<file path="config.mk">
export PLATFORM = sky130hd
export DESIGN_NAME = lift_two_speed_positioner_top
export DESIGN_NICKNAME = d
export VERILOG_FILES = /design/src/sv/lts_pkg.sv /design/src/sv/lts_front.sv /design/src/sv/lts_core.sv /design/src/sv/lift_two_speed_positioner_top.sv
export SDC_FILE = /design/constraint.sdc
export NUM_CORES = 1
export LEC_CHECK = 0
export ABC_CLOCK_PERIOD_IN_PS = 14000
export BUFFER_PORTS_ARGS = -buffer_cell sky130_fd_sc_hd__buf_2
export CAP_MARGIN = 20
export CORE_AREA = 5 5 128 130
export CTS_CLUSTER_SIZE = 40
export DETAILED_ROUTE_END_ITERATION = 10
export DIE_AREA = 0 0 133 135
export PLACE_DENSITY = 0.86
export SYNTH_ARGS = -nofsm -noshare
export SYNTH_HDL_FRONTEND = slang
export SYNTH_SLANG_ARGS = --single-unit
</file>
<file path="constraint.sdc">
create_clock -name i_clk -period 14 [get_ports i_clk]
set_input_delay 0.7 -clock i_clk [delete_from_list [all_inputs] [get_ports i_clk]]
set_output_delay 0.7 -clock i_clk [all_outputs]
set_load 0.01 [all_outputs]
</file>
<file path="src/sv/lts_pkg.sv">
`default_nettype none
package lts_pkg;

    localparam int DIST_W = 17;
    localparam int ECHO_W = 15;
    localparam int BAND_W = 12;
    localparam int THR_W  = 16;
    localparam int CFG_W  = 16;
    localparam int PROD_W = 26;

    // 0.017 cm/us in Q16
    localparam logic [10:0]       ECHO_MUL = 11'd1114;
    localparam logic [DIST_W-1:0] DIST_MAX = {DIST_W{1'b1}};

    localparam logic [BAND_W-1:0] BAND_RST = 12'd128;
    localparam logic [THR_W-1:0]  THR_RST  = 16'd1536;

    typedef enum logic [3:0] {
        REQ_PWR_ON  = 4'd0,
        REQ_PWR_OFF = 4'd1,
        REQ_MANUAL  = 4'd2,
        REQ_AUTO    = 4'd3,
        REQ_UP      = 4'd4,
        REQ_DOWN    = 4'd5,
        REQ_FAST    = 4'd6,
        REQ_STOP    = 4'd7,
        REQ_GOTO    = 4'd8,
        REQ_TICK    = 4'd9
    } t_req_type;

    typedef enum logic [0:0] {
        CFG_BAND = 1'd0,
        CFG_THR  = 1'd1
    } t_cfg_idx;

    typedef enum logic [1:0] {
        DIR_STOP = 2'd0,
        DIR_UP   = 2'd1,
        DIR_DOWN = 2'd2
    } t_dir;

    typedef enum logic [1:0] {
        SPD_NONE = 2'd0,
        SPD_SLOW = 2'd1,
        SPD_FAST = 2'd2
    } t_speed;

    // request after the input stage, distance already converted
    typedef struct packed {
        logic [3:0]        req;
        logic [DIST_W-1:0] tgt;
        logic [DIST_W-1:0] distance;
        logic              echo_nz;
    } t_item;

    typedef struct packed {
        logic              relay_up;
        logic              relay_down;
        logic              relay_fast;
        logic              powered;
        logic              manual_mode;
        logic [1:0]        direction;
        logic [1:0]        speed;
        logic [DIST_W-1:0] current_distance;
        logic              target_valid;
        logic [DIST_W-1:0] target_out;
    } t_status;

endpackage
`default_nettype wire

</file>
<file path="src/sv/lts_front.sv">
`default_nettype none
module lts_front (
    input  wire logic                      i_clk,
    input  wire logic                      i_rst_n,
    input  wire logic                      i_valid,
    output logic                           o_ready,
    input  wire logic [3:0]                i_req,
    input  wire logic [lts_pkg::DIST_W-1:0] i_tgt,
    input  wire logic [lts_pkg::ECHO_W-1:0] i_echo,
    output logic                           o_valid,
    input  wire logic                      i_ready,
    output lts_pkg::t_item                 o_item
);

    logic [lts_pkg::PROD_W-1:0] w_prod;
    logic [lts_pkg::PROD_W-9:0] w_q;
    logic [lts_pkg::DIST_W-1:0] w_dist;
    logic                       r_vld;
    lts_pkg::t_item             r_item;

    // echo_us * 1114 >> 8, saturated to the 17-bit range
    assign w_prod = lts_pkg::PROD_W'(i_echo) * lts_pkg::PROD_W'(lts_pkg::ECHO_MUL);
    assign w_q    = w_prod[lts_pkg::PROD_W-1:8];
    assign w_dist = w_q[lts_pkg::DIST_W] ? lts_pkg::DIST_MAX : w_q[lts_pkg::DIST_W-1:0];

    assign o_ready = !r_vld || i_ready;
    assign o_valid = r_vld;
    assign o_item  = r_item;

    always_ff @(posedge i_clk) begin
        if (!i_rst_n) begin
            r_vld <= 1'b0;
        end else if (o_ready) begin
            r_vld <= i_valid;
        end
    end

    always_ff @(posedge i_clk) begin
        if (o_ready && i_valid) begin
            r_item.req      <= i_req;
            r_item.tgt      <= i_tgt;
            r_item.distance <= w_dist;
            r_item.echo_nz  <= (i_echo != '0);
        end
    end

endmodule
`default_nettype wire

</file>
<file path="src/sv/lts_core.sv">
`default_nettype none
module lts_core (
    input  wire logic                      i_clk,
    input  wire logic                      i_rst_n,
    input  wire logic                      i_cfg_we,
    input  wire logic [0:0]                i_cfg_idx,
    input  wire logic [lts_pkg::CFG_W-1:0] i_cfg_data,
    input  wire logic                      i_valid,
    output logic                           o_ready,
    input  wire lts_pkg::t_item            i_item,
    output logic                           o_valid,
    input  wire logic                      i_ready,
    output lts_pkg::t_status               o_status
);

    logic [lts_pkg::BAND_W-1:0] r_band;
    logic [lts_pkg::THR_W-1:0]  r_thr;
    logic                       r_out_vld;
    logic                       r_power, n_power;
    logic                       r_manual, n_manual;
    lts_pkg::t_dir              r_dir, n_dir;
    lts_pkg::t_speed            r_speed, n_speed;
    logic [lts_pkg::DIST_W-1:0] r_dist, n_dist;
    logic                       r_pend, n_pend;
    logic [lts_pkg::DIST_W-1:0] r_tgt, n_tgt;
    logic                       w_adv;
    logic                       w_man_ok;
    logic                       w_up;
    logic [lts_pkg::DIST_W-1:0] w_err;
    logic [lts_pkg::DIST_W-1:0] w_tick_dist;

    assign o_ready  = !r_out_vld || i_ready;
    assign w_adv    = i_valid && o_ready;
    assign w_man_ok = r_power && r_manual;

    // error against the distance this tick leaves behind
    assign w_tick_dist = i_item.echo_nz ? i_item.distance : r_dist;
    assign w_up        = r_tgt > w_tick_dist;
    assign w_err       = w_up ? (r_tgt - w_tick_dist) : (w_tick_dist - r_tgt);

    always_comb begin
        n_power  = r_power;
        n_manual = r_manual;
        n_dir    = r_dir;
        n_speed  = r_speed;
        n_dist   = r_dist;
        n_pend   = r_pend;
        n_tgt    = r_tgt;
        case (lts_pkg::t_req_type'(i_item.req))
            lts_pkg::REQ_PWR_ON: begin
                n_power = 1'b1;
            end
            lts_pkg::REQ_PWR_OFF: begin
                n_power = 1'b0;
                n_dir   = lts_pkg::DIR_STOP;
                n_speed = lts_pkg::SPD_NONE;
                n_pend  = 1'b0;
            end
            lts_pkg::REQ_MANUAL: begin
                n_manual = 1'b1;
                n_pend   = 1'b0;
            end
            lts_pkg::REQ_AUTO: begin
                n_manual = 1'b0;
                n_dir    = lts_pkg::DIR_STOP;
                n_speed  = lts_pkg::SPD_NONE;
            end
            lts_pkg::REQ_UP, lts_pkg::REQ_DOWN: begin
                if (w_man_ok) begin
                    n_pend  = 1'b0;
                    n_dir   = (i_item.req == lts_pkg::REQ_UP) ? lts_pkg::DIR_UP
                                                              : lts_pkg::DIR_DOWN;
                    n_speed = lts_pkg::SPD_SLOW;
                end
            end
            lts_pkg::REQ_FAST: begin
                if (w_man_ok && r_dir != lts_pkg::DIR_STOP) begin
                    n_speed = lts_pkg::SPD_FAST;
                end
            end
            lts_pkg::REQ_STOP: begin
                if (w_man_ok) begin
                    n_dir   = lts_pkg::DIR_STOP;
                    n_speed = lts_pkg::SPD_NONE;
                    n_pend  = 1'b0;
                end
            end
            lts_pkg::REQ_GOTO: begin
                if (r_power && !r_manual) begin
                    n_tgt  = i_item.tgt;
                    n_pend = 1'b1;
                end
            end
            lts_pkg::REQ_TICK: begin
                n_dist = w_tick_dist;
                if (r_pend && r_power && !r_manual) begin
                    if (w_err <= lts_pkg::DIST_W'(r_band)) begin
                        n_dir   = lts_pkg::DIR_STOP;
                        n_speed = lts_pkg::SPD_NONE;
                        n_pend  = 1'b0;
                    end else begin
                        n_dir   = w_up ? lts_pkg::DIR_UP : lts_pkg::DIR_DOWN;
                        n_speed = (w_err > lts_pkg::DIST_W'(r_thr)) ? lts_pkg::SPD_FAST
                                                                    : lts_pkg::SPD_SLOW;
                    end
                end
            end
            default: begin
            end
        endcase
    end

    always_ff @(posedge i_clk) begin
        if (!i_rst_n) begin
            r_band <= lts_pkg::BAND_RST;
            r_thr  <= lts_pkg::THR_RST;
        end else if (i_cfg_we) begin
            case (lts_pkg::t_cfg_idx'(i_cfg_idx))
                lts_pkg::CFG_BAND: r_band <= i_cfg_data[lts_pkg::BAND_W-1:0];
                lts_pkg::CFG_THR:  r_thr  <= i_cfg_data[lts_pkg::THR_W-1:0];
                default: begin
                end
            endcase
        end
    end

    // the state registers double as the result register
    always_ff @(posedge i_clk) begin
        if (!i_rst_n) begin
            r_out_vld <= 1'b0;
            r_power   <= 1'b0;
            r_manual  <= 1'b1;
            r_dir     <= lts_pkg::DIR_STOP;
            r_speed   <= lts_pkg::SPD_NONE;
            r_dist    <= '0;
            r_pend    <= 1'b0;
            r_tgt     <= '0;
        end else begin
            if (o_ready) begin
                r_out_vld <= i_valid;
            end
            if (w_adv) begin
                r_power  <= n_power;
                r_manual <= n_manual;
                r_dir    <= n_dir;
                r_speed  <= n_speed;
                r_dist   <= n_dist;
                r_pend   <= n_pend;
                r_tgt    <= n_tgt;
            end
        end
    end

    assign o_valid                   = r_out_vld;
    assign o_status.relay_up         = (r_dir == lts_pkg::DIR_UP);
    assign o_status.relay_down       = (r_dir == lts_pkg::DIR_DOWN);
    assign o_status.relay_fast       = (r_speed == lts_pkg::SPD_FAST);
    assign o_status.powered          = r_power;
    assign o_status.manual_mode      = r_manual;
    assign o_status.direction        = r_dir;
    assign o_status.speed            = r_speed;
    assign o_status.current_distance = r_dist;
    assign o_status.target_valid     = r_pend;
    assign o_status.target_out       = r_pend ? r_tgt : '0;

    a_dir_speed_pair: assert property (@(posedge i_clk) disable iff (!i_rst_n)
        (r_dir == lts_pkg::DIR_STOP) == (r_speed == lts_pkg::SPD_NONE))
        else $error("direction and speed disagree");

    a_off_is_stopped: assert property (@(posedge i_clk) disable iff (!i_rst_n)
        !r_power |-> (r_dir == lts_pkg::DIR_STOP))
        else $error("motor runs without power");

    a_pend_auto: assert property (@(posedge i_clk) disable iff (!i_rst_n)
        r_pend |-> (!r_manual && r_power))
        else $error("target pending outside powered auto mode");

    a_result_follows: assert property (@(posedge i_clk) disable iff (!i_rst_n)
        w_adv |=> r_out_vld)
        else $error("advanced request produced no result");

    a_stall_holds: assert property (@(posedge i_clk) disable iff (!i_rst_n)
        (r_out_vld && !i_ready) |=> ($stable(r_dist) && $stable(r_dir) && $stable(r_pend)))
        else $error("state moved while result stalled");

endmodule
`default_nettype wire

</file>
<file path="src/sv/lift_two_speed_positioner_top.sv">
// Path: an accepted request is registered in the input stage, then in the state stage, which holds its status result.
// Throughput: one request per cycle; the output register is the state itself, so a stall
//   on the master side holds both stages and back-pressures the slave side.
// Reset (i_rst_n low, synchronous): power off, manual mode, motor stopped, distance 0,
//   no target, arrive_band 128, fast_threshold 1536, both stages empty.
`default_nettype none
module lift_two_speed_positioner_top (
    input  wire logic                        i_clk,
    input  wire logic                        i_rst_n,
    // configuration: index 0 arrive_band, 1 fast_threshold
    input  wire logic                        i_cfg_we,
    input  wire logic [0:0]                  i_cfg_idx,
    input  wire logic [lts_pkg::CFG_W-1:0]   i_cfg_data,
    // request stream
    input  wire logic                        s_axis_tvalid,
    output logic                             s_axis_tready,
    input  wire logic [31:0]                 s_axis_tdata,  // target_distance[16:0], echo_time_us[31:17]
    input  wire logic [3:0]                  s_axis_tuser,  // req_type[3:0]
    // status stream
    output logic                             m_axis_tvalid,
    input  wire logic                        m_axis_tready,
    // relay_up[0], relay_down[1], relay_fast[2], powered[3], manual_mode[4], direction[6:5],
    // speed[8:7], current_distance[25:9], target_valid[26], target_out[43:27], zero[47:44]
    output logic [47:0]                      m_axis_tdata
);

    logic             w_front_vld;
    logic             w_core_rdy;
    lts_pkg::t_item   w_item;
    lts_pkg::t_status w_status;

    // input stage: registers the request and converts the echo width to cm Q8
    lts_front u_front (
        .i_clk   (i_clk),
        .i_rst_n (i_rst_n),
        .i_valid (s_axis_tvalid),
        .o_ready (s_axis_tready),
        .i_req   (s_axis_tuser),
        .i_tgt   (s_axis_tdata[16:0]),
        .i_echo  (s_axis_tdata[31:17]),
        .o_valid (w_front_vld),
        .i_ready (w_core_rdy),
        .o_item  (w_item)
    );

    // state stage: applies the request to the lift state, which is the result
    lts_core u_core (
        .i_clk      (i_clk),
        .i_rst_n    (i_rst_n),
        .i_cfg_we   (i_cfg_we),
        .i_cfg_idx  (i_cfg_idx),
        .i_cfg_data (i_cfg_data),
        .i_valid    (w_front_vld),
        .o_ready    (w_core_rdy),
        .i_item     (w_item),
        .o_valid    (m_axis_tvalid),
        .i_ready    (m_axis_tready),
        .o_status   (w_status)
    );

    assign m_axis_tdata = {4'b0000,
                           w_status.target_out,
                           w_status.target_valid,
                           w_status.current_distance,
                           w_status.speed,
                           w_status.direction,
                           w_status.manual_mode,
                           w_status.powered,
                           w_status.relay_fast,
                           w_status.relay_down,
                           w_status.relay_up};

endmodule
`default_nettype wire
</file>
# == Word level (Yosys, flattened, before mapping) ==
# Index checks and enable logic that the tools add are counted.
# totals
regBits,110
out_inout_bits,50
# classes
n_addsub,2
n_mul,1
magnitude_cmp,3
eq_ne,19
muxes,23
bitwise,1
reduce_logical,33
# op_table
cell,count
17-bit two-way mux,3
17-bit subtractor,2
15-bit by 10-bit multiplier with 25-bit output (second input constant),1
2-bit two-way mux,11
17-bit by 16-bit greater-than comparator with 1-bit output,1
17-bit greater-than comparator,1
17-bit by 12-bit less-or-equal comparator with 1-bit output,1
4-bit by 3-bit equality test with 1-bit output (second input constant),4
15-bit nonzero test,1
2-bit by 1-bit != test with 1-bit output (second input constant),7
6-bit AND reduction,2
2-bit case mux with 5 select lines,1
2-bit AND reduction,5
4-bit by 2-bit equality test with 1-bit output (second input constant),2
4-bit equality test (second input constant),2
2-bit case mux with 4 select lines,1
4-bit nonzero test,2
1-bit logical AND,7
2-bit nonzero test,3
2-bit OR reduction,3
5-bit AND reduction,1
5-bit nonzero test,1
2-bit equality test (second input constant),2
4-bit by 1-bit equality test with 1-bit output (second input constant),1
other kinds (10),17

# == Depth between registers and ports, before layout ==
# Gate-level depths: netlist of run 1.
# logic_depth
ltp_word,8
depth_mapped,24
ltp_nobuf,22

# == Modules after synthesis ==
# A second synthesis of run 1 with hierarchy kept.
# hier_totals
hier_cells,1090
area_unflattened_um2,9640.5
# modules_own_cells
mod,instances,cells_per_inst,area_each_um2
lts_core,1,729,5632.9
lts_front,1,356,3973.8
lift_two_speed_positioner_top,1,5,33.8

# == Worst setup path before layout of run 1 ==
# No wires, ideal clock.
# synth_path
path_type,register -> register
from,register u_front.r_item (netlist bit u_front.o_item[0])
to,register u_core.r_pend
t_arrival_ps,5530
required_ps,13878
setup_slack_ps,8348
path_stages_with_launch,24
path_buffers,3
cell_sequence,edfxtp_1 -> clkbuf_1 -> clkbuf_1 -> mux2i_1 -> ha_1 -> buf_2 -> nand2_1 -> o21ai_1 -> a2111oi_4 -> a22o_4 -> a21oi_1 -> nor2_1 -> a311oi_1 -> o21ai_0 -> xor2_1 -> ha_1 -> a21o_1 -> a21o_1 -> nor2_1 -> o2111ai_1 -> a21boi_0 -> mux2i_1 -> or3_1 -> o311a_1
# synth_via
elab_chain_cells,6
# synth_rtl
element,line,source
"start, declared",lts_front.sv:19,lts_pkg::t_item r_item;
17-bit two-way mux (*),lts_core.sv:37,assign w_tick_dist = i_item.echo_nz ? i_item.distance : r_dist;
17-bit subtractor / 17-bit greater-than comparator (equally long branches),"lts_core.sv:39, lts_core.sv:38",
17-bit two-way mux (*),lts_core.sv:39,assign w_err = w_up ? (r_tgt - w_tick_dist) : (w_tick_dist - r_tgt);
17-bit by 12-bit less-or-equal comparator with 1-bit output (*),lts_core.sv:97,if (w_err <= lts_pkg::DIST_W'(r_band)) begin
2-bit by 1-bit != test with 1-bit output (no source line) (*),--,
6-bit AND reduction (no source line) (*),--,
"end signal, assigned",lts_core.sv:148,r_pend <= n_pend;
"end, declared",lts_core.sv:24,"logic r_pend, n_pend;"
# Mark *: on every way between the ends. The rest lies on a longest branch, timed or not.
# A chain may end at the register's enable or synchronous reset.

# == Worst setup path after layout of run 1 ==
# Ends and elaborated chain as after synthesis.

==> metrics.txt, run 1 <==
flops & latches, synth between 100 and 150; die area ~0.018 mm2; Initial Util a little under two thirds; Crit. End Element register; die span in y ~140 um; clock slew at the register clock pins of the worst setup and hold paths 0.07 ns; Max Freq approximately 160 MHz; core area 0.0150 mm2; Final nets 1,370; largest net degree at the start of global routing 72; Placed Instances about 1.3k; EDFF count, synth 39; Global Route Usage Sum between 20% and 30%; crit path launch type register; static leakage about 5.0 nW; most common cell in the netlist ha_1; simple-gate share of the synthesized area 14.5%; register area share after synthesis a little over a quarter; DP Worst Slack around 7.7 ns; Clock Tree Buf Depth 2; CTS sink count 110; wire length per cell ~17 um; hold_buf cts 0; Max FO, Critical Path 17; worst slew pin tran 0.974 ns; R2R depth 20; Synth area leader ha_1; maximum VDD drop between 0.08 and 0.09 mV; r2r startpoint u_front.o_item[0]; adder-cell share of the synthesized area a little over a quarter; DRT iter0 DRCs ~580; Final Hold Vio Count 0; Final WS setup around 7.6 ns; Fin Clk Skew 0.0107 ns; async set-reset flop share out of synthesis 0%; terminus of the critical flop-to-flop path u_core.r_pend; post-DP HPWL between 15,000 and 20,000 um; Power Density between 150 and 200 mW/mm2; Resized cells post-CTS 0; final core occ ~69%; final std cells w/o fill 1,323; Tmin final between 6 and 7 ns; Global Route met3 Usage 4.81%; fin crit share a little under half; worst setup path class register to register; Clock Latency Late Sink 0.37 ns; outcome finished clean; Post-Syn Instances 1,059; n_diodes 0; mux contribution to synthesized area around 2.8%; # IOs approximately 110; global-route wire length before repair between 30,000 and 40,000 um; cell row count 45; port bufs slightly above 100; main combinational cell family by area after synthesis adder cells; critical path arrival between 6 and 7 ns; Area Overhead vs Synth 8.77%; Vias/cell just under 6; total grt overflow 0; # setup viols final 0; top cell type's share of synthesized area between 10% and 20%; top cells by count, synth ha_1, nand2_1, inv_1, dfxtp_1, a21oi_1; r2r setup slk 7.63 ns; fraction of layout cells with a size suffix above 1 a little over an eighth; Post-Synth XOR/XNOR Area slightly above 2%; Die X-Extent roughly 130 um; Synth area leaders ha_1, dfxtp_1, edfxtp_1; met2 Use GR about two fifths; vias in the first global route between 7k and 8k; fillcell total 1,177; CTS H-Tree Depth 3; Unique masters post-synth 74; CTS tree yes; Rel. slew slack roughly a third; Hold Crit Endpoint u_core.r_band[6]; met1 Use GR about a third; Max Cap Violations 0; Tot Pwr around 1.6 mW; Root Driver clkbuf_16; Post-CTS Setup Repair Bufs 0; WHS Path Cells 2; Routed WL ~23,000 um; post-synthesis compound-gate area fraction between 10% and 20%; Hold Crit Class register to register; Hold Crit Start u_core.r_band[6]; # DRC 0; synthesized area 0.00953 mm2; CP required approximately 14 ns; Vias 7,863; TNS Setup 0 ns; syn_area_per_cell approximately 9.0 um2; GP Congestion about 0.97; first-pass iteration count of the detailed router 5; Slew Limit Fails 0; Routed Antenna Nets 0; predominant post-synthesis flop cell dfxtp_1; YS warnings 0; antenna violations before repair 0; GR peak layer met2; CTS Buf Count 9; RSZ-0062 raised after global routing false
==> where the power goes <==
| part | internal [mW] | total [mW] | switching (mW) |
|---|---|---|---|
| Sequential | 0.384 | 0.399 | 0.0148 |
| Clock | 0.162 | 0.281 | 0.119 |
| Combinational | 0.389 | 0.936 | 0.547 |
| Total | 0.935 | 1.62 | 0.681 |
==> sequential cells by signal, indices dropped and copies added, names as in the netlist <==
register and flops:
u_core.r_tgt 17, u_core.r_band 12, u_core.r_dir 2, u_core.r_thr 16, u_core.r_manual 1, u_core.r_power 1
u_front.o_valid 1, u_core.r_speed 2, u_front.o_item 39, u_core.r_dist 17, u_core.r_pend 1, u_core.o_valid 1
==> area by class of cell <==
cell class,instances,area (um2),share of cell area [%]
tap,188,235,2.27
multi-input combinational,780,6210,59.9
sequential,110,2590,25.0
inverter,122,458,4.42
clock buffer,11,243,2.34
timing repair buffer,107,546,5.26
clock inverter,5,81.3,0.785
==> logic make-up (layout without fill, tap and decap cells) <==
kind of cell | Yosys count | in the layout
flops | 110 | 110
simple gates | 292 | 292
other cells | 1 | 4
buf+inv | 172 | 245
mux | 26 | 26
fa+ha+maj | 182 | 182
compound gates | 254 | 254
xor+xnor | 22 | 22
==> worst max-delay path by stage <==
stage	from	to	slack [ns]	depth (start not counted)
final	u_front.o_item[0]	u_core.r_pend	7.63	20
after global routing	u_front.o_item[0]	u_core.r_pend	7.15	20
after CTS	u_front.o_item[0]	u_core.r_pend	7.69	20
after detailed placement	u_front.o_item[0]	u_core.r_pend	7.71	20
after global placement	u_front.o_item[0]	u_core.r_pend	7.90	20
after floorplan	u_front.o_item[0]	u_core.r_pend	8.35	23
==> layer usage <==
metal,vias up,share of wire [%]
met3,52,6.3
met2,280,46
met5,-,0
met1,3717,44
met4,0,3.1
li1,3814,-
==> worst max-delay path, cell delays in order (launching register included) <==
cell	delay, ns
edfxtp_1	0.99
mux2i_1	0.26
ha_1	0.57
nand2_1	0.12
o21ai_1	0.33
o211ai_1	0.19
a22o_4	0.28
a21oi_1	0.66
nor2_1	0.11
a311oi_1	0.39
o21ai_0	0.16
xor2_1	0.18
ha_1	0.32
a21o_1	0.19
a21o_1	0.19
nor2_1	0.11
o2111ai_1	0.13
a21boi_0	0.21
mux2i_1	0.17
or3_1	0.41
o311a_1	0.29
==> placed cells by master (no fill, tap or decap), types with 5 or more instances in the layout <==
master	netlist	routed
o211ai_1	17	17
xnor2_1	9	9
or3_1	6	6
inv_1	122	122
mux2i_1	24	24
nand2b_1	8	8
nor4_1	6	5
o21bai_1	5	5
a21boi_0	47	47
o21a_1	10	10
xor2_1	13	13
o211a_1	19	19
dfxtp_1	71	71
a21o_1	19	19
edfxtp_1	39	39
nor2_1	37	36
nand3_1	16	16
fa_1	32	32
ha_1	150	150
nand2_1	136	136
and2_1	23	22
a31oi_1	5	5
nand4_1	11	11
nor2b_1	11	11
clkbuf_16	0	9
buf_2	5	103
nor3_1	19	19
a21oi_1	50	50
a211oi_1	7	7
o21ai_0	36	36
==> stage by stage <==
| stage | hold WS, ns | instance area (um2) |
|---|---|---|
| after global placement | 0.452 | 10000 |
| after floorplan | 0.443 | 9540 |
| after global routing | 0.486 | 10400 |
| final | 0.470 | 10400 |
| after CTS | 0.469 | 10400 |
| after detailed placement | 0.459 | 10000 |
Note: power is estimated with default switching activity, not from simulation.
==> run 2, diff against run 1 <==
--- a/config.mk
+++ b/config.mk
@@ -5,14 +5,14 @@
 export SDC_FILE = /design/constraint.sdc
 export NUM_CORES = 1
 export LEC_CHECK = 0
-export ABC_CLOCK_PERIOD_IN_PS = 14000
+export ABC_CLOCK_PERIOD_IN_PS = 5800
 export BUFFER_PORTS_ARGS = -buffer_cell sky130_fd_sc_hd__buf_2
 export CAP_MARGIN = 20
-export CORE_AREA = 5 5 128 130
+export CORE_AREA = 5 5 138 140
 export CTS_CLUSTER_SIZE = 40
 export DETAILED_ROUTE_END_ITERATION = 10
-export DIE_AREA = 0 0 133 135
-export PLACE_DENSITY = 0.86
+export DIE_AREA = 0 0 143 145
+export PLACE_DENSITY = 0.78
 export SYNTH_ARGS = -nofsm -noshare
 export SYNTH_HDL_FRONTEND = slang
 export SYNTH_SLANG_ARGS = --single-unit
==> constraint.sdc (replaced) <==
create_clock -name i_clk -period 5.8 [get_ports i_clk]
set_input_delay 0.29 -clock i_clk [delete_from_list [all_inputs] [get_ports i_clk]]
set_output_delay 0.29 -clock i_clk [all_outputs]
set_load 0.01 [all_outputs]
==> metrics.txt, run 2 (synthesis gave the netlist of run 1 again) <==
outcome finished clean; DRT iter0 DRCs 400 (-31%); commonest non-fill, non-tap cells in the layout ha_1, nand2_1, inv_1, buf_2, dfxtp_1; r2r setup slk 0.30 ns (-7.33 ns); Resized cells post-CTS 0 (unchanged); Routed WL 23,100 um (+1.1%); Die X-Extent 143 um (+7.5%); CTS H-Tree Depth 3 (unchanged); worst slew pin tran 0.981 ns (+0.00760 ns); antenna violations before repair 0 (unchanged); CTS Buf Count 9 (unchanged); # DRC 0 (unchanged); cell row count 49 (+8.9%); GP Congestion 0.964 (-0.76%); # IOs 108 (unchanged); max incr delay on CP 0.43 ns (-0.56 ns); # setup viols final 0 (unchanged); CTS sink count 110 (unchanged); DP Worst Slack 0.255 ns (-7.45 ns); port bufs 103 (unchanged); Clock Tree Buf Depth 2 (unchanged); Max Cap Violations 0 (unchanged); Fin Clk Skew 0.00838 ns (-0.00229 ns); largest net degree at the start of global routing 72 (unchanged); Crit. End Element register; Vias 7,778 (-1.1%); Root Driver clkbuf_16; first-pass iteration count of the detailed router 5 (unchanged); R2R depth 21 (+5.0%); Final nets 1,376 (+0.44%); max FFs per register 39 (unchanged); Max FO, Critical Path 17 (unchanged); CP endpoint u_core.r_pend; terminus of the critical flop-to-flop path u_core.r_pend; core area 0.0177 mm2 (+18%); clock slew at the register clock pins of the worst setup and hold paths 0.08 ns (about the same); die area 0.0207 mm2 (+15%); Final Hold Vio Count 0 (unchanged); Max Freq 182 MHz (+16%); crit path launch type register; critical path arrival 5.75 ns (-0.88 ns); vias in the first global route 7,677 (+2.4%); Tot Pwr 3.82 mW (+140%); global-route wire length before repair 37,700 um (+1.6%); commonest non-fill, non-tap cell in the layout ha_1; n_diodes 0 (unchanged); Vias/cell 5.68 (-4.5%); Routed Antenna Nets 0 (unchanged); Final WS setup 0.298 ns (-7.33 ns); worst setup path class register to register; Post-CTS Setup Repair Bufs 0 (unchanged); Clock Latency Late Sink 0.35 ns (-0.02 ns); Initial Util 53.8% (-9.6 points); Slew Limit Fails 0 (unchanged); r2r startpoint u_front.o_item[0]; crit-path most repeated cell mux2i_1; fraction of layout cells with a size suffix above 1 13.8% (+0.72 points); Power Density 366 mW/mm2 (+130%); maximum VDD drop 0.201 mV (+140%); die span in y 145 um (+7.4%); hold_buf cts 0 (unchanged); CTS tree yes; post-DP HPWL 18,700 um (+3.3%); slowest CP cell a311oi_1; Hold Crit Class input pin to register; Area Overhead vs Synth 9.62%; Tmin final 5.50 ns (-0.869 ns); static leakage 5.02 nW (-0.11%); Setup crit start u_front.o_item[0]; Rel. slew slack 34.6% (-0.51 points); total grt overflow 0 (unchanged); TNS Setup 0 ns (unchanged); Fin Hold WS 0.104 ns (-0.366 ns); wire length per cell 16.9 um (-2.4%); CP required 6.05 ns (-8.21 ns); fin crit share 94.9% (+49 points); CP Cell Sequence buf_6 > mux2i_1 > ha_1 > nand2_1 > o21ai_2 > o211ai_1 > a31oi_1 > nand2_2 > mux2i_1 > a311oi_1 > o21ai_0 > xor2_1 > ha_1 > a21o_1 > a21o_1 > nor2_1 > o2111ai_1 > a21boi_0 > mux2i_1 > or3_1 > o311a_1; RSZ-0062 raised after global routing false; Global Route Usage Sum 22.2% (-3.4 points)
[run 2: worst max-delay path, delay by kind of cell (launching register included)]
family,cells,cell delay (ns)
compound gates,10,2.31
xor+xnor,1,0.30
fa+ha+maj,2,0.71
buf+inv,1,0.24
flops,1,0.34
mux,3,0.67
simple gates,4,0.81
[run 2: worst min-delay path by stage]
stage | from | to | slack [ns] | cells after the start
after floorplan | s_axis_tdata[0] | u_front.o_item[18] | 0.39 | 0
after global placement | u_core.r_band[8] | u_core.r_band[8] | 0.46 | 2
after detailed placement | u_core.r_thr[7] | u_core.r_thr[7] | 0.46 | 2
after CTS | s_axis_tdata[16] | u_front.o_item[34] | 0.09 | 1
after global routing | s_axis_tdata[15] | u_front.o_item[33] | 0.09 | 1
final | s_axis_tdata[16] | u_front.o_item[34] | 0.10 | 1
[run 2: per-stage QoR]
stage / cell area (um2) / std cells / utilization (%)
2_1_floorplan: 9540 / 1062 / -
4_1_cts: 10400 / 1369 / 58.7
3_3_place_gp: 10100 / 1353 / 57.2
6_report: 10400 / 1370 / 59.0
3_5_place_dp: 10100 / 1353 / 57.2
5_1_grt: 10400 / 1370 / 59.0
[run 2: per-layer routing]
metal | routed length, um | track usage [%] | up-vias
met2 | 11000 | 36.9 | 212
met3 | 1240 | 2.99 | 30
met1 | 10300 | 30.3 | 3708
met5 | 0 | 0 | -
met4 | 480 | 5.85 | 0
li1 | - | - | 3828
[run 2: area by class of cell]
| cell class | instances | area (um2) |
|---|---|---|
| multi-input combinational | 780 | 6230 |
| timing repair buffer | 113 | 607 |
| tap | 229 | 287 |
| fill | 1542 | 7270 |
| inverter | 122 | 458 |
| sequential | 110 | 2590 |
| clock inverter | 6 | 46.3 |
| clock buffer | 10 | 229 |
[run 2: report_power, final]
group	leakage [nW]	switching (mW)	internal (mW)	total [mW]
clock network	0.132	0.294	0.296	0.590
registers	0.954	0.0362	0.927	0.963
logic	3.94	1.32	0.952	2.27
==> run 3, diff against run 2 <==
--- a/config.mk
+++ b/config.mk
@@ -5,14 +5,14 @@
 export SDC_FILE = /design/constraint.sdc
 export NUM_CORES = 1
 export LEC_CHECK = 0
-export ABC_CLOCK_PERIOD_IN_PS = 5800
+export ABC_CLOCK_PERIOD_IN_PS = 5900
 export BUFFER_PORTS_ARGS = -buffer_cell sky130_fd_sc_hd__buf_2
 export CAP_MARGIN = 20
-export CORE_AREA = 5 5 138 140
+export CORE_AREA = 5 5 150 152
 export CTS_CLUSTER_SIZE = 40
 export DETAILED_ROUTE_END_ITERATION = 10
-export DIE_AREA = 0 0 143 145
-export PLACE_DENSITY = 0.78
+export DIE_AREA = 0 0 155 157
+export PLACE_DENSITY = 0.65
 export SYNTH_ARGS = -nofsm -noshare
 export SYNTH_HDL_FRONTEND = slang
 export SYNTH_SLANG_ARGS = --single-unit
==> constraint.sdc (replaced) <==
create_clock -name i_clk -period 5.9 [get_ports i_clk]
set_input_delay 0.295 -clock i_clk [delete_from_list [all_inputs] [get_ports i_clk]]
set_output_delay 0.295 -clock i_clk [all_outputs]
set_load 0.01 [all_outputs]
==> metrics.txt, run 3 (synthesis gave the netlist of run 1 again) <==
fraction of layout cells with a size suffix above 1 14.1% (+0.33 points); CP required 6.15 ns (+0.10 ns); Max Cap Violations 0 (unchanged); Final nets 1,378 (+0.15%); Rel. slew slack 31.9% (-2.7 points); R2R depth 21 (unchanged); CTS Buf Count 9 (unchanged); Slew Limit Fails 0 (unchanged); Hold Crit Class input pin to register; r2r setup slk 0.36 ns (+0.06 ns); global-route wire length before repair 38,800 um (+2.8%); terminus of the critical flop-to-flop path u_core.r_pend; Die X-Extent 155 um (+8.4%); fin crit share 93.9% (-0.94 points); die span in y 157 um (+8.3%); largest net degree at the start of global routing 72 (unchanged); outcome finished clean; Resized cells post-CTS 0 (unchanged); Global Route Usage Sum 19.8% (-2.4 points); static leakage 5.05 nW (+0.52%); cell row count 53 (+8.2%); Power Density 363 mW/mm2 (-0.77%); maximum VDD drop 0.164 mV (-18%); core area 0.0209 mm2 (+18%); Vias 7,647 (-1.7%); max FFs per register 39 (unchanged); CTS H-Tree Depth 3 (unchanged); post-DP HPWL 19,500 um (+4.6%); CTS tree yes; Routed Antenna Nets 0 (unchanged); port bufs 103 (unchanged); final std cells w/o fill 1,418 (+3.5%); DRT iter0 DRCs 398 (-0.50%); wire length per cell 17.0 um (+0.69%); RSZ-0062 raised after global routing false; Vias/cell 5.39 (-5.0%); hold_buf cts 0 (unchanged); final core occ 50.4% (-8.5 points); Max FO, Critical Path 17 (unchanged); # IOs 108 (unchanged); crit path launch type register; total grt overflow 0 (unchanged); critical path arrival 5.79 ns (+0.04 ns); worst setup path class register to register; Crit. End Element register; GP Congestion 0.928 (-3.8%); first-pass iteration count of the detailed router 5 (unchanged); Tmin final 5.54 ns (+0.0393 ns); r2r startpoint u_front.o_item[0]; die area 0.0243 mm2 (+17%); Post-CTS Setup Repair Bufs 0 (unchanged); Hold Crit Start s_axis_tdata[12]; n_diodes 0 (unchanged); Initial Util 45.6% (-8.2 points); worst slew pin tran 1.02 ns (+0.0387 ns); Final Hold Vio Count 0 (unchanged); Routed WL 24,100 um (+4.2%); # setup viols final 0 (unchanged); commonest non-fill, non-tap cells in the layout ha_1, nand2_1, inv_1, buf_2, dfxtp_1; TNS Setup 0 ns (unchanged); Clock Tree Buf Depth 2 (unchanged); vias in the first global route 7,526 (-2.0%); Setup crit start u_front.o_item[0]; fillcell total 2,010 (+30%); Placed Instances 1,402 (+3.6%); Clock Latency Late Sink 0.36 ns (about the same); # DRC 0 (unchanged); Area Overhead vs Synth 10.5%; clock slew at the register clock pins of the worst setup and hold paths 0.08 ns (about the same); Max Freq 180 MHz (-0.71%); antenna violations before repair 1 (+1); CTS sink count 110 (unchanged); CP endpoint u_core.r_pend; Root Driver clkbuf_16; Fin Clk Skew 0.00980 ns (+0.00142 ns); commonest non-fill, non-tap cell in the layout ha_1
run 3: cell types whose count changed in the layout (fill, tap and decap cells not counted), sizes merged:
cell	change
buf	+2
bufinv	+1
clkinv	-2
clkinvlp	+1
run 3: worst max-delay path: stages (launching register included):
cell and delay (ns):
edfxtp_1 0.32, buf_4 0.29, mux2i_1 0.32, ha_1 0.40
a21oi_2 0.19, o21ai_1 0.14, a2111oi_4 0.39, nand3_1 0.19
nand2_4 0.19, mux2i_1 0.32, a311oi_2 0.16, o21ai_0 0.22
xor2_1 0.25, ha_1 0.30, a21o_1 0.18, a21o_1 0.19
nor2_1 0.10, o2111ai_1 0.12, a21boi_0 0.21, mux2i_1 0.20
or3_1 0.43, o311a_1 0.29
run 3: final cells by class:
| cell class | instances | area [um2] | share of cell area, % |
|---|---|---|---|
| clock buffer | 10 | 229 | 2.17 |
| inverter | 122 | 458 | 4.35 |
| timing repair buffer | 115 | 606 | 5.75 |
| multi-input combinational | 780 | 6240 | 59.2 |
| clock inverter | 6 | 68.8 | 0.653 |
| sequential | 110 | 2590 | 24.6 |
| tap | 275 | 344 | 3.27 |
run 3: power breakdown:
group	switching, mW	internal, mW	leakage [nW]
Combinational	1.31	0.936	3.95
Clock	0.298	0.333	0.139
Sequential	0.0356	0.911	0.954
Total	1.64	2.18	5.05
run 3: per-stage QoR:
step,total power [mW],hold WS [ns],cell area (um2),setup slack [ns]
global route,4.18,0.0925,10500,0.0184
floorplan,2.67,0.394,9540,0.248
finish,3.82,0.100,10500,0.359
global placement,3.15,0.453,10200,0.498
CTS,3.83,0.0890,10500,0.323
detailed placement,3.18,0.459,10200,0.344
run 3: worst min-delay path by stage:
stage,cells after the start,slack [ns],to
6_report,1,0.10,u_front.o_item[30]
5_1_grt,1,0.09,u_front.o_item[27]
4_1_cts,1,0.09,u_front.o_item[29]
3_5_place_dp,2,0.46,u_core.r_band[4]
3_3_place_gp,2,0.45,u_core.r_band[4]
2_1_floorplan,0,0.39,u_front.o_item[18]
run 3: layer usage:
| metal | wire length, um | GRT usage [%] |
|---|---|---|
| met1 | 11400 | 27.2 |
| met3 | 987 | 2.61 |
| met5 | 0 | 0 |
| met4 | 478 | 5.89 |
| met2 | 11200 | 32.7 |
